[src/md5h_pkg.sv]
// md5h_pkg: shared types, constants and tables of the md5 hasher
// (state word struct, initial chaining values, sine table, shift and index schedules)
// no dependencies
`default_nettype none

package md5h_pkg;

    // the four 32-bit working or chaining words
    typedef struct packed {
        logic [31:0] d;
        logic [31:0] c;
        logic [31:0] b;
        logic [31:0] a;
    } md5h_words_t;

    // block buffer stored as sixteen little-endian 32-bit words
    localparam int BUF_WORDS = 16;
    localparam int WORD_BITS = 32;

    // initial chaining values
    localparam logic [31:0] INIT_A = 32'h67452301;
    localparam logic [31:0] INIT_B = 32'hEFCDAB89;
    localparam logic [31:0] INIT_C = 32'h98BADCFE;
    localparam logic [31:0] INIT_D = 32'h10325476;

    localparam logic [7:0] PAD_BYTE = 8'h80;

    localparam logic [31:0] SINE_TAB [64] = '{
        32'hd76aa478, 32'he8c7b756, 32'h242070db, 32'hc1bdceee,
        32'hf57c0faf, 32'h4787c62a, 32'ha8304613, 32'hfd469501,
        32'h698098d8, 32'h8b44f7af, 32'hffff5bb1, 32'h895cd7be,
        32'h6b901122, 32'hfd987193, 32'ha679438e, 32'h49b40821,
        32'hf61e2562, 32'hc040b340, 32'h265e5a51, 32'he9b6c7aa,
        32'hd62f105d, 32'h02441453, 32'hd8a1e681, 32'he7d3fbc8,
        32'h21e1cde6, 32'hc33707d6, 32'hf4d50d87, 32'h455a14ed,
        32'ha9e3e905, 32'hfcefa3f8, 32'h676f02d9, 32'h8d2a4c8a,
        32'hfffa3942, 32'h8771f681, 32'h6d9d6122, 32'hfde5380c,
        32'ha4beea44, 32'h4bdecfa9, 32'hf6bb4b60, 32'hbebfbc70,
        32'h289b7ec6, 32'heaa127fa, 32'hd4ef3085, 32'h04881d05,
        32'hd9d4d039, 32'he6db99e5, 32'h1fa27cf8, 32'hc4ac5665,
        32'hf4292244, 32'h432aff97, 32'hab9423a7, 32'hfc93a039,
        32'h655b59c3, 32'h8f0ccc92, 32'hffeff47d, 32'h85845dd1,
        32'h6fa87e4f, 32'hfe2ce6e0, 32'ha3014314, 32'h4e0811a1,
        32'hf7537e82, 32'hbd3af235, 32'h2ad7d2bb, 32'heb86d391
    };

    // per-round rotate amounts, indexed by round and step mod 4
    function automatic logic [4:0] rot_amt(input logic [1:0] rnd, input logic [1:0] sel);
        logic [4:0] s;
        unique case ({rnd, sel})
            4'h0: s = 5'd7;
            4'h1: s = 5'd12;
            4'h2: s = 5'd17;
            4'h3: s = 5'd22;
            4'h4: s = 5'd5;
            4'h5: s = 5'd9;
            4'h6: s = 5'd14;
            4'h7: s = 5'd20;
            4'h8: s = 5'd4;
            4'h9: s = 5'd11;
            4'ha: s = 5'd16;
            4'hb: s = 5'd23;
            4'hc: s = 5'd6;
            4'hd: s = 5'd10;
            4'he: s = 5'd15;
            default: s = 5'd21;
        endcase
        return s;
    endfunction

    // message word index used at a given step
    function automatic logic [3:0] word_idx(input logic [5:0] k);
        logic [3:0] i;
        logic [3:0] idx;
        i = k[3:0];
        unique case (k[5:4])
            2'd0: idx = i;
            2'd1: idx = 4'(4'd1 + 4'd5 * i);
            2'd2: idx = 4'(4'd5 + 4'd3 * i);
            default: idx = 4'(4'd7 * i);
        endcase
        return idx;
    endfunction

endpackage

`default_nettype wire

[src/md5h_ram.sv]
// md5h_ram: generic single-write, single-read ram with registered read data
// no dependencies
`default_nettype none

module md5h_ram #(
    parameter int WIDTH = 32,
    parameter int DEPTH = 16
) (
    input  wire logic                     clk,
    input  wire logic                     wr_en,
    input  wire logic [$clog2(DEPTH)-1:0] wr_addr,
    input  wire logic [WIDTH-1:0]         wr_data,
    input  wire logic [$clog2(DEPTH)-1:0] rd_addr,
    output logic      [WIDTH-1:0]         rd_data
);

    logic [WIDTH-1:0] mem [DEPTH];

    // write port and registered read port
    always_ff @(posedge clk)
    begin
        if (wr_en)
        begin
            mem[wr_addr] <= wr_data;
        end
        rd_data <= mem[rd_addr];
    end

endmodule

`default_nettype wire

[src/md5h_step.sv]
// md5h_step: one md5 compression step on the working words
// depends on md5h_pkg (word struct, sine table, rotate schedule)
`default_nettype none

module md5h_step (
    input  wire md5h_pkg::md5h_words_t cur,
    input  wire logic [5:0]            k,
    input  wire logic [31:0]           w,
    output md5h_pkg::md5h_words_t      nxt
);
    import md5h_pkg::*;

    logic [31:0] f;
    logic [31:0] sum;
    logic [63:0] rot_wide;
    logic [4:0]  s;

    // round function
    always_comb
    begin
        unique case (k[5:4])
            2'd0: f = ((cur.c ^ cur.d) & cur.b) ^ cur.d;
            2'd1: f = ((cur.b ^ cur.c) & cur.d) ^ cur.c;
            2'd2: f = cur.b ^ cur.c ^ cur.d;
            default: f = cur.c ^ (cur.b | ~cur.d);
        endcase
    end

    // add, rotate, add and shuffle the words
    assign s        = rot_amt(k[5:4], k[1:0]);
    assign sum      = cur.a + f + w + SINE_TAB[k];
    assign rot_wide = {sum, sum} << s;
    assign nxt.b    = rot_wide[63:32] + cur.b;
    assign nxt.a    = cur.d;
    assign nxt.c    = cur.b;
    assign nxt.d    = cur.c;

endmodule

`default_nettype wire

[src/md5_hash_64bit_digest.sv]
// md5_hash_64bit_digest: streaming md5 hasher, one byte per transfer, 64-bit digest
// depends on md5h_pkg, md5h_ram (block buffer words) and md5h_step (compression step)
// timing: each data byte is written into the block buffer; the byte that fills a block starts
//   compression, one step per cycle against the block buffer ram read port
// finish: the padding bytes are pushed in turn, each full block is compressed, then the
//   digest transfer; no new item is taken until the digest has been taken
// reset: asynchronous, active low; chaining words set to initial values, counts cleared
`default_nettype none

module md5_hash_64bit_digest (
    input  wire logic        clk,
    input  wire logic        rst_n,
    input  wire logic        in_valid,
    output logic             in_stall,
    input  wire logic        mode,
    input  wire logic [7:0]  data_byte,
    output logic             out_valid,
    input  wire logic        out_stall,
    output logic      [63:0] digest
);
    import md5h_pkg::*;

    localparam logic [1:0] ST_IDLE = 2'd0;
    localparam logic [1:0] ST_COMP = 2'd1;
    localparam logic [1:0] ST_PAD  = 2'd2;
    localparam logic [1:0] ST_OUT  = 2'd3;

    localparam logic [1:0] PH_MARK = 2'd0;
    localparam logic [1:0] PH_ZERO = 2'd1;
    localparam logic [1:0] PH_LEN  = 2'd2;

    localparam md5h_words_t INIT_WORDS = '{d: INIT_D, c: INIT_C, b: INIT_B, a: INIT_A};

    logic [1:0]  state_reg, state_next;
    logic [1:0]  phase_reg, phase_next;
    logic        pad_reg, pad_next;
    logic        fin_reg, fin_next;
    logic [5:0]  fill_reg, fill_next;
    logic [63:0] msg_reg, msg_next;
    logic [23:0] word_reg, word_next;
    logic [6:0]  cnt_reg, cnt_next;
    md5h_words_t chain_reg, chain_next;
    md5h_words_t work_reg, work_next;

    logic        push_en;
    logic [7:0]  push_val;
    logic        wr_en;
    logic [3:0]  wr_addr;
    logic [31:0] wr_data;
    logic [3:0]  rd_addr;
    logic [31:0] rd_data;
    logic [63:0] bit_len;
    logic [7:0]  len_byte;
    logic [5:0]  step_k;
    md5h_words_t step_out;

    // block buffer words
    md5h_ram #(
        .WIDTH(WORD_BITS),
        .DEPTH(BUF_WORDS)
    ) u_buf (
        .clk(clk),
        .wr_en(wr_en),
        .wr_addr(wr_addr),
        .wr_data(wr_data),
        .rd_addr(rd_addr),
        .rd_data(rd_data)
    );

    // compression step on the word read in the previous cycle
    assign step_k = 6'(cnt_reg - 7'd1);

    md5h_step u_step (
        .cur(work_reg),
        .k(step_k),
        .w(rd_data),
        .nxt(step_out)
    );

    assign rd_addr = word_idx(cnt_reg[5:0]);

    // message length in bits, little-endian byte select
    assign bit_len  = {msg_reg[60:0], 3'b000};
    assign len_byte = bit_len[8 * fill_reg[2:0] +: 8];

    // handshake outputs
    assign in_stall  = (state_reg != ST_IDLE);
    assign out_valid = (state_reg == ST_OUT);
    assign digest    = {chain_reg.b, chain_reg.a};

    // sequencer: byte source selection and state updates
    always_comb
    begin
        state_next = state_reg;
        phase_next = phase_reg;
        pad_next   = pad_reg;
        fin_next   = fin_reg;
        msg_next   = msg_reg;
        cnt_next   = cnt_reg;
        chain_next = chain_reg;
        work_next  = work_reg;
        push_en    = 1'b0;
        push_val   = data_byte;

        unique case (state_reg)
            ST_IDLE:
            begin
                if (in_valid)
                begin
                    if (mode)
                    begin
                        state_next = ST_PAD;
                        phase_next = PH_MARK;
                        pad_next   = 1'b1;
                    end
                    else
                    begin
                        push_en  = 1'b1;
                        msg_next = msg_reg + 64'd1;
                    end
                end
            end
            ST_PAD:
            begin
                unique case (phase_reg)
                    PH_MARK:
                    begin
                        push_en    = 1'b1;
                        push_val   = PAD_BYTE;
                        phase_next = PH_ZERO;
                    end
                    PH_ZERO:
                    begin
                        if (fill_reg == 6'd56)
                        begin
                            phase_next = PH_LEN;
                        end
                        else
                        begin
                            push_en  = 1'b1;
                            push_val = 8'h00;
                        end
                    end
                    default:
                    begin
                        push_en  = 1'b1;
                        push_val = len_byte;
                        if (fill_reg == 6'd63)
                        begin
                            fin_next = 1'b1;
                        end
                    end
                endcase
            end
            ST_COMP:
            begin
                cnt_next = cnt_reg + 7'd1;
                if (cnt_reg != 7'd0)
                begin
                    work_next = step_out;
                end
                if (cnt_reg == 7'd64)
                begin
                    chain_next.a = chain_reg.a + step_out.a;
                    chain_next.b = chain_reg.b + step_out.b;
                    chain_next.c = chain_reg.c + step_out.c;
                    chain_next.d = chain_reg.d + step_out.d;
                    priority if (fin_reg)
                    begin
                        state_next = ST_OUT;
                    end
                    else if (pad_reg)
                    begin
                        state_next = ST_PAD;
                    end
                    else
                    begin
                        state_next = ST_IDLE;
                    end
                end
            end
            default:
            begin
                if (!out_stall)
                begin
                    state_next = ST_IDLE;
                    chain_next = INIT_WORDS;
                    msg_next   = 64'd0;
                    fin_next   = 1'b0;
                    pad_next   = 1'b0;
                end
            end
        endcase

        // a full block starts compression
        if (push_en && fill_reg == 6'd63)
        begin
            state_next = ST_COMP;
            cnt_next   = 7'd0;
            work_next  = chain_reg;
        end
    end

    // byte gathering into buffer words
    always_comb
    begin
        fill_next = fill_reg;
        word_next = word_reg;
        wr_en     = 1'b0;
        wr_addr   = fill_reg[5:2];
        wr_data   = {push_val, word_reg};
        if (push_en)
        begin
            fill_next = fill_reg + 6'd1;
            if (fill_reg[1:0] == 2'd3)
            begin
                wr_en = 1'b1;
            end
            else
            begin
                word_next = {push_val, word_reg[23:8]};
            end
        end
        else if (state_reg == ST_OUT && !out_stall)
        begin
            fill_next = 6'd0;
        end
    end

    // control registers
    always_ff @(posedge clk or negedge rst_n)
    begin
        if (!rst_n)
        begin
            state_reg <= ST_IDLE;
            phase_reg <= PH_MARK;
            pad_reg   <= 1'b0;
            fin_reg   <= 1'b0;
            fill_reg  <= 6'd0;
            msg_reg   <= 64'd0;
            cnt_reg   <= 7'd0;
            chain_reg <= INIT_WORDS;
        end
        else
        begin
            state_reg <= state_next;
            phase_reg <= phase_next;
            pad_reg   <= pad_next;
            fin_reg   <= fin_next;
            fill_reg  <= fill_next;
            msg_reg   <= msg_next;
            cnt_reg   <= cnt_next;
            chain_reg <= chain_next;
        end
    end

    // payload registers
    always_ff @(posedge clk)
    begin
        word_reg <= word_next;
        work_reg <= work_next;
    end

endmodule

`default_nettype wire
[config.mk]
export PLATFORM = sky130hd
export DESIGN_NAME = md5_hash_64bit_digest
export DESIGN_NICKNAME = d
export VERILOG_FILES = /design/src/md5h_pkg.sv /design/src/md5h_ram.sv /design/src/md5h_step.sv /design/src/md5_hash_64bit_digest.sv
export SDC_FILE = /design/constraint.sdc
export NUM_CORES = 2
export LEC_CHECK = 0
export BUFFER_PORTS_ARGS = -buffer_cell sky130_fd_sc_hd__buf_2
export CORE_UTILIZATION = 35
export DETAILED_ROUTE_END_ITERATION = 6
export PLACE_DENSITY_LB_ADDON = 0.1
export REMOVE_ABC_BUFFERS = 1
export SYNTH_ARGS = -nofsm -noshare
export SYNTH_HDL_FRONTEND = slang
export SYNTH_SLANG_ARGS = --single-unit
[constraint.sdc]
create_clock -name clk -period 35.6 [get_ports clk]
set_input_delay 7.12 -clock clk [delete_from_list [all_inputs] [get_ports clk]]
set_output_delay 7.12 -clock clk [all_outputs]
set_load 0.01 [all_outputs]
* Word level (Yosys, flattened, before mapping)
Memory sizes are Yosys's and may differ from the RTL's. A register that Yosys moved wholly into a read port is not among the register bits. Index checks and enable logic that the tools add are counted.
Cells by class: add/subtract/negate cells 14, bitwise operators 15, eq/ne operators 28, multiply operators 3, multiplexer cells 50, order comparisons 1, shift-type cells 2, reduce and logical (&&, ||, !) cells 25
Operator list (number):
- $mux W128 | 5
- $add A32 B32 Y32 | 8
- $pmux W128 S2 | 1
- $mux W64 | 3
- $xor A32 B32 Y32 | 6
- $pmux W64 S2 | 1
- $pmux W32 S3 | 1
- $add A64 B1 Y64 const B | 1
- $and A32 B32 Y32 | 2
- $mux W32 | 2
- $shiftx A64 B7 Y8 | 1
- $shl A64 B5 Y64 | 1
- $not A32 Y32 | 1
- $or A32 B32 Y32 | 1
- $mux W2 | 10
- $mux W8 | 2
- $pmux W8 S2 | 1
- $mux W7 | 2
- $ne A2 B2 Y1 const B | 7
- $mux W1 | 13
- $eq A6 B6 Y1 const B | 2
- $mux W6 | 2
- $ne A3 B3 Y1 const B | 4
- $pmux W4 S3 | 1
- other kinds (29) | 60
Storage, ports and cells: RAM bits 512, memory bits (read-only) 2128, word-level logic and storage cells 157, register bits 363, memories kept 3, input bits 13
Memory list:
- (name not given) | words 64, width 32, read ports 1, clocked after memory_dff 0, write ports 0, RTL line md5h_step.sv:31 | assign sum = cur.a + f + w + SINE_TAB[k];
- u_buf.mem | words 16, width 32, read ports 1, clocked after memory_dff 1, write ports 1, RTL line md5h_ram.sv:17 | logic [WIDTH-1:0] mem [DEPTH];
- (name not given) | words 16, width 5, read ports 1, clocked after memory_dff 0, write ports 0, RTL line md5h_pkg.sv:50 | unique case ({rnd, sel})

* Depth between registers and ports, before layout
depth after elaboration 12, gate-level depth with buffers 64

* Hierarchy
Synthesis repeated with hierarchy kept, for this count alone.
Second synthesis, totals: cells, all modules 5329, area, all modules 55637.1 µm²
By module, submodules not included:
- md5_hash_64bit_digest | area each 22630.5 µm², times used 1, cells each 2487
- md5h_ram | area each 19835.3 µm², times used 1, cells each 838
- md5h_step | area each 13171.4 µm², times used 1, cells each 2004

* Worst setup path after synthesis
Ideal clock, no wire load.
path type input to register, start point input mode, end point register work_reg[0] in the netlist's numbering (enable), arrival time 12.217 ns, setup time 1.820 ns, cell stages on the path 7, slack 21.564 ns, buffers on the path 3, path through nand3b_1 > and3_1 > or3_1 > clkbuf_1 > clkbuf_1 > clkbuf_1 > o21ai_0
Between the ends: cells in the longest elaborated chain, start to end 6, elaborated cells between the ends (all ways) 7
RTL lines:
- start: declaration | RTL line md5_hash_64bit_digest.sv:15 | input wire logic mode,
- $mux W1 (*) | RTL line md5_hash_64bit_digest.sv:110 | if (mode)
- $mux W1 (*) | RTL line md5_hash_64bit_digest.sv:108 | if (in_valid)
- $pmux W1 S2 (*) | RTL line md5_hash_64bit_digest.sv:105 | unique case (state_reg)
- $logic_and A1 B1 Y1 (*) | RTL line md5_hash_64bit_digest.sv:196 | if (push_en && fill_reg == 6'd63)
- $reduce_bool A2 Y1 (no line)
- $reduce_and A2 Y1 (no line) (*)
- end signal: assignment | RTL line md5_hash_64bit_digest.sv:261 | work_reg <= work_next;
- end: declaration | RTL line md5_hash_64bit_digest.sv:43 | md5h_words_t work_reg, work_next;
Every way passes the cells marked *; elsewhere a longest branch is shown, timed or not. A chain may end at the register's enable or synchronous reset.

* Worst setup path after layout
start point register cnt_reg[1], end point register chain_reg, in the netlist digest[63]
Between the ends: cells in the longest elaborated chain, start to end 11, elaborated cells between the ends (all ways) 21
RTL lines:
- start: declaration | RTL line md5_hash_64bit_digest.sv:41 | logic [6:0] cnt_reg, cnt_next;
- start signal: assignment | RTL line md5_hash_64bit_digest.sv:252 | cnt_reg <= cnt_next;
- $sub A6 B1 Y6 | RTL line md5_hash_64bit_digest.sv:71 | assign step_k = 6'(cnt_reg - 7'd1);
- $eq A2 B2 Y1, or another cell as far along | RTL line md5h_step.sv:21 | unique case (k[5:4])
- $pmux W32 S3 / $mem_v2 Z64 W32 (equally long branches)
- $add A32 B32 Y32 / $mux W32 (equally long branches) (2 in series) | RTL line md5h_step.sv:31
- $add A32 B32 Y32 | RTL line md5h_step.sv:31
- $shl A64 B5 Y64 | RTL line md5h_step.sv:32 | assign rot_wide = {sum, sum} << s;
- $add A32 B32 Y32 | RTL line md5h_step.sv:33 | assign nxt.b = rot_wide[63:32] + cur.b;
- $add A32 B32 Y32 | RTL line md5_hash_64bit_digest.sv:165 | chain_next.b = chain_reg.b + step_out.b;
- $mux W128 | RTL line md5_hash_64bit_digest.sv:162 | if (cnt_reg == 7'd64)
- $pmux W128 S2 | RTL line md5_hash_64bit_digest.sv:105
- end signal: assignment | RTL line md5_hash_64bit_digest.sv:253 | chain_reg <= chain_next;
- end: declaration | RTL line md5_hash_64bit_digest.sv:42 | md5h_words_t chain_reg, chain_next;
Parallel ways exist; a longest one is shown, timed or not. The select of a mux whose other input is x is not followed.

==> implementation parameters <==
Parameter                              Value

Detailed routing
  Total length of routed wires ... 172,200 um
  Initial drt markers ... 3,421
  Drt first pass iters ... 5
  Routed via count ... 39,019
  Vias per cell ... 5.486
  DRC violations left ... 0
  Routed wire per std cell ... 24.22 um
  DRT antenna net count ... 0

Outcome
  Status ... finished clean

Cells and area
  Filler instances ... 14,721
  Area taken by flip-flops and latches ... 25,860 um^2
  Number of flip-flops in the largest register ... 512
  Combined area of the multi-input logic cells ... 26,030 um^2
  Summed area of non-filler cells in the final layout ... 59,940 um^2
  Area Growth Syn to Fin ... 11.41%
  Number of nets at the end of the flow ... 5,303
  Fraction of layout cells with a size suffix above 1 ... 0.1226

Power and ir drop
  Net switching power of the design ... 481.4 uW
  Power per unit of standard cell area ... 38.04 nW/um^2
  Share of total power in combinational logic ... 0.005
  Share of power burned in registers ... 0.492
  Worst vdd rail ir drop ... 0.00005944 V
  Design internal power ... 1799 uW
  Clock network fraction of total power ... 0.502
  Share of total power consumed by net switching ... 0.2111
  Leakage power of the design ... 0.02346 uW

Timing
  Time the worst path needs with I/O delays and setup ... 15,260 ps
  Post-route clock period utilization ... 0.4288
  Number of endpoints failing setup at the final stage ... 0
  Worst clock skew ... 61.92 ps
  FMAX ... 0.06551 GHz
  Hold Fails Final Rpt ... 0
  Max-slew violation count ... 0
  Max-slew headroom ... 0.1876
  Unrepaired setup endpoints after global routing ... false
  Sum of negative setup slack ... 0 ps
  Transition time at the pin with the least slew margin ... 1211 ps

Clock tree
  Later-pin clock latency in the skew report ... 760 ps
  Inserted Clock Buffers ... 105
  Maximum number of buffers from clock root to sink ... 3
  Number of hold buffers added after cts ... 0
  Number of clock sinks seen by CTS ... 904
  Clock tree from TritonCTS ... done
  Post-cts sizing count ... 0
  Root buffer selected by CTS ... sky130_fd_sc_hd__clkbuf_16
  Number of post-CTS setup repair buffers ... 0
  Clock slew at the register clock pins of the worst setup and hold paths ... 60 ps
  Level count of the clock H-tree ... 3

Setup path
  Depth of the critical timing path with buffers and inverters included ... 55
  Sort of element at the start of the critical path ... flop
  Top delay family on crit path ... compound AO/OA/AOI/OAI gates
  Required time of the critical path ... 36,240 ps
  FF-to-FF End ... digest[63]
  Nature of the critical path endpoint ... flop
  Buffer and inverter count on the worst path ... 5
  Longest individual stage delay on the worst path ... 720 ps
  Worst setup path start ... cnt_reg[1]
  Cell depth of the worst flop-to-flop path ... 55
  Maximum fanout along the worst path ... 43
  Critical path data arrival time ... 15,900 ps
  Capturing instance or port of the critical path ... digest[63]
  Crit-path most repeated cell ... sky130_fd_sc_hd__o21ai_0
  Class of the most critical setup path ... flop to flop
  Launch point of the worst reg-to-reg path ... cnt_reg[1]
  Cell type of the slowest stage on the worst timing path ... sky130_fd_sc_hd__dfrtp_1
  Reg2Reg Setup Slack ... 20,340 ps

Min path
  Min-Delay Path Depth ... 2
  Worst min-delay path category ... flop to flop

Synthesis
  Most used flip-flop cell after synthesis ... sky130_fd_sc_hd__edfxtp_1
  Mapped Avg Cell Area ... 10.68 um^2
  Number of distinct library cells after synthesis ... 89
  Share of synthesized registers carrying an async set or reset ... 0.2301
  Number of synthesis warnings ... 0
  Number of storage elements in the synthesis netlist ... 904
  Cell area after synthesis ... 53,800 um^2
  Cell count after synthesis ... 5,038
  Register area share after synthesis ... 0.4807
  Number of synthesized flops with an enable pin ... 664

Floorplan
  # IOs ... 79
  Horizontal die dimension ... 394.1 um
  Standard cell core area ... 152,300 um^2
  Placement row count ... 143
  Effective utilization at floorplan ... 0.3534
  Die H ... 394.1 um
  Die footprint ... 155,300 um^2

Place
  Cell area after placement ... 56,250 um^2
  Placer's final routability congestion estimate ... 0.9410
  Total half-perimeter wirelength after legalization and detailed placement ... 115,400 um
  Port Buf Inserts ... 78

Run
  Number of violations of the max-capacitance limit ... 0

GRT
  Via count of the first global-routing pass ... 38,012
  Pin count of the biggest net entering global routing ... 172
  First-pass GRT wire length ... 255,900 um
  Global router's overall resource usage ... 0.2193
  Antenna violations before repair ... 4
  Remaining Overflow, GRT ... 0
## cells in the mapped netlist, types with 11 or more instances
| cell type | count | area, um^2 |
|---|---|---|
| sky130_fd_sc_hd__mux4_2 | 146 | 3288 |
| sky130_fd_sc_hd__and3_1 | 40 | 250.2 |
| sky130_fd_sc_hd__nand2_1 | 757 | 2841 |
| sky130_fd_sc_hd__nand2b_1 | 34 | 212.7 |
| sky130_fd_sc_hd__o311ai_0 | 17 | 148.9 |
| sky130_fd_sc_hd__a21o_1 | 94 | 705.7 |
| sky130_fd_sc_hd__a31oi_1 | 69 | 431.7 |
| sky130_fd_sc_hd__a22o_1 | 12 | 105.1 |
| sky130_fd_sc_hd__mux2i_1 | 113 | 1131 |
| sky130_fd_sc_hd__a221oi_1 | 18 | 157.7 |
| sky130_fd_sc_hd__and2_1 | 20 | 125.1 |
| sky130_fd_sc_hd__dfrtp_1 | 144 | 3603 |
| sky130_fd_sc_hd__a211oi_1 | 67 | 503.0 |
| sky130_fd_sc_hd__clkbuf_1 | 199 | 747.0 |
| sky130_fd_sc_hd__or3_1 | 34 | 212.7 |
| sky130_fd_sc_hd__nand3_1 | 89 | 445.4 |
| sky130_fd_sc_hd__a21oi_1 | 354 | 1772 |
| sky130_fd_sc_hd__buf_4 | 65 | 488.0 |
| sky130_fd_sc_hd__o21ai_0 | 357 | 1787 |
| sky130_fd_sc_hd__dfxtp_1 | 32 | 640.6 |
| sky130_fd_sc_hd__mux2_2 | 22 | 247.7 |
| sky130_fd_sc_hd__buf_1 | 46 | 172.7 |
| sky130_fd_sc_hd__xor2_1 | 129 | 1130 |
| sky130_fd_sc_hd__a311oi_1 | 15 | 131.4 |
| sky130_fd_sc_hd__nand3b_1 | 11 | 82.58 |
| sky130_fd_sc_hd__a21boi_0 | 13 | 97.59 |
| sky130_fd_sc_hd__o211ai_1 | 31 | 232.7 |
| sky130_fd_sc_hd__edfxtp_1 | 664 | 19940 |
| sky130_fd_sc_hd__inv_1 | 201 | 754.5 |
| sky130_fd_sc_hd__ha_1 | 231 | 2890 |
| sky130_fd_sc_hd__xnor2_1 | 156 | 1366 |
| sky130_fd_sc_hd__o31ai_1 | 21 | 157.7 |
| sky130_fd_sc_hd__nor2_1 | 340 | 1276 |
| sky130_fd_sc_hd__nor3_1 | 59 | 295.3 |
| sky130_fd_sc_hd__nand4_1 | 28 | 175.2 |
| sky130_fd_sc_hd__o21bai_1 | 22 | 165.2 |
| sky130_fd_sc_hd__fa_1 | 70 | 1401 |
| sky130_fd_sc_hd__o21a_1 | 33 | 247.7 |
| sky130_fd_sc_hd__nor2b_1 | 61 | 381.6 |
| sky130_fd_sc_hd__dfstp_2 | 64 | 1682 |
| sky130_fd_sc_hd__o22ai_1 | 15 | 93.84 |
## layer usage
metal,GRT usage,wire [um]
met5,0,16
met4,0.06149,4243
met3,0.04464,11700
met2,0.3233,74280
met1,0.3235,81990
## placed cells by master, fill, tap and decap left out, types with 94 or more instances in the layout
cell and count:
sky130_fd_sc_hd__a21o_1 94, sky130_fd_sc_hd__a21oi_1 352, sky130_fd_sc_hd__clkbuf_16 106, sky130_fd_sc_hd__dfrtp_1 144, sky130_fd_sc_hd__edfxtp_1 664, sky130_fd_sc_hd__ha_1 230, sky130_fd_sc_hd__inv_1 200, sky130_fd_sc_hd__mux2i_1 112
sky130_fd_sc_hd__mux4_2 145, sky130_fd_sc_hd__nand2_1 756, sky130_fd_sc_hd__nor2_1 323, sky130_fd_sc_hd__o21ai_0 351, sky130_fd_sc_hd__xnor2_1 152, sky130_fd_sc_hd__xor2_1 127
## tightest hold or removal path, cell delays in order (launching register included)
cell	delay, ps
sky130_fd_sc_hd__dfstp_2	370
sky130_fd_sc_hd__nor2_1	90
sky130_fd_sc_hd__a21oi_1	40
## stage by stage
step / total power (uW) / util / std cells / worst slack (ps) / hold WS (ps)
after CTS: 2313 / 0.3937 / 7110 / 20630 / 515.5
after global routing: 2352 / 0.3937 / 7110 / 19080 / 527.9
final: 2280 / 0.3937 / 7112 / 20340 / 513.4
after global placement: 1156 / 0.3694 / 6912 / 21030 / 496.9
after floorplan: 1146 / - / 4720 / 15830 / 450.4
after detailed placement: 1156 / 0.3694 / 6912 / 20680 / 504.2
## area by class of cell
class | instances | area share
clock inverter | 60 | 0.01361
timing repair buffer | 162 | 0.01741
tap | 2030 | 0.04237
multi-input combinational | 3612 | 0.4343
antenna | 2 | 0.00008349
clock buffer | 138 | 0.04792
inverter | 204 | 0.01286
sequential | 904 | 0.4315
## logic make-up (layout without fill, tap and decap cells)
logic type / Yosys count / after routing / share of synthesized area
muxes: 281 / 281 / 0.08674
AOI/OAI and AO/OA: 1226 / 1226 / 0.1402
xor gates and xnor gates: 289 / 289 / 0.04786
and+or+nand+nor: 1515 / 1515 / 0.1235
other: 0 / 2 / 0
adders and majority gates: 301 / 301 / 0.07976
buffers and inverters: 522 / 564 / 0.04114
DFF: 904 / 904 / 0.4807
## power groups by stage
stage          Sequential (uW)  Combinational [uW]  Clock, uW
5_1_grt                   1120                13.6       1220
3_5_place_dp              1140                12.6          0
6_report                  1120                11.9       1150
4_1_cts                   1120                12.6       1180
2_1_floorplan             1140                2.23          0
3_3_place_gp              1140                12.5          0
## worst min path at each step
stage,from,endpoint,slack (ps)
after floorplan,chain_reg[95],chain_reg[95],450
after global placement,chain_reg[123],chain_reg[123],500
after detailed placement,chain_reg[116],chain_reg[116],500
after CTS,chain_reg[84],chain_reg[84],520
after global routing,chain_reg[116],chain_reg[116],530
final,chain_reg[106],chain_reg[106],510
(Power assumes the default switching activity.)
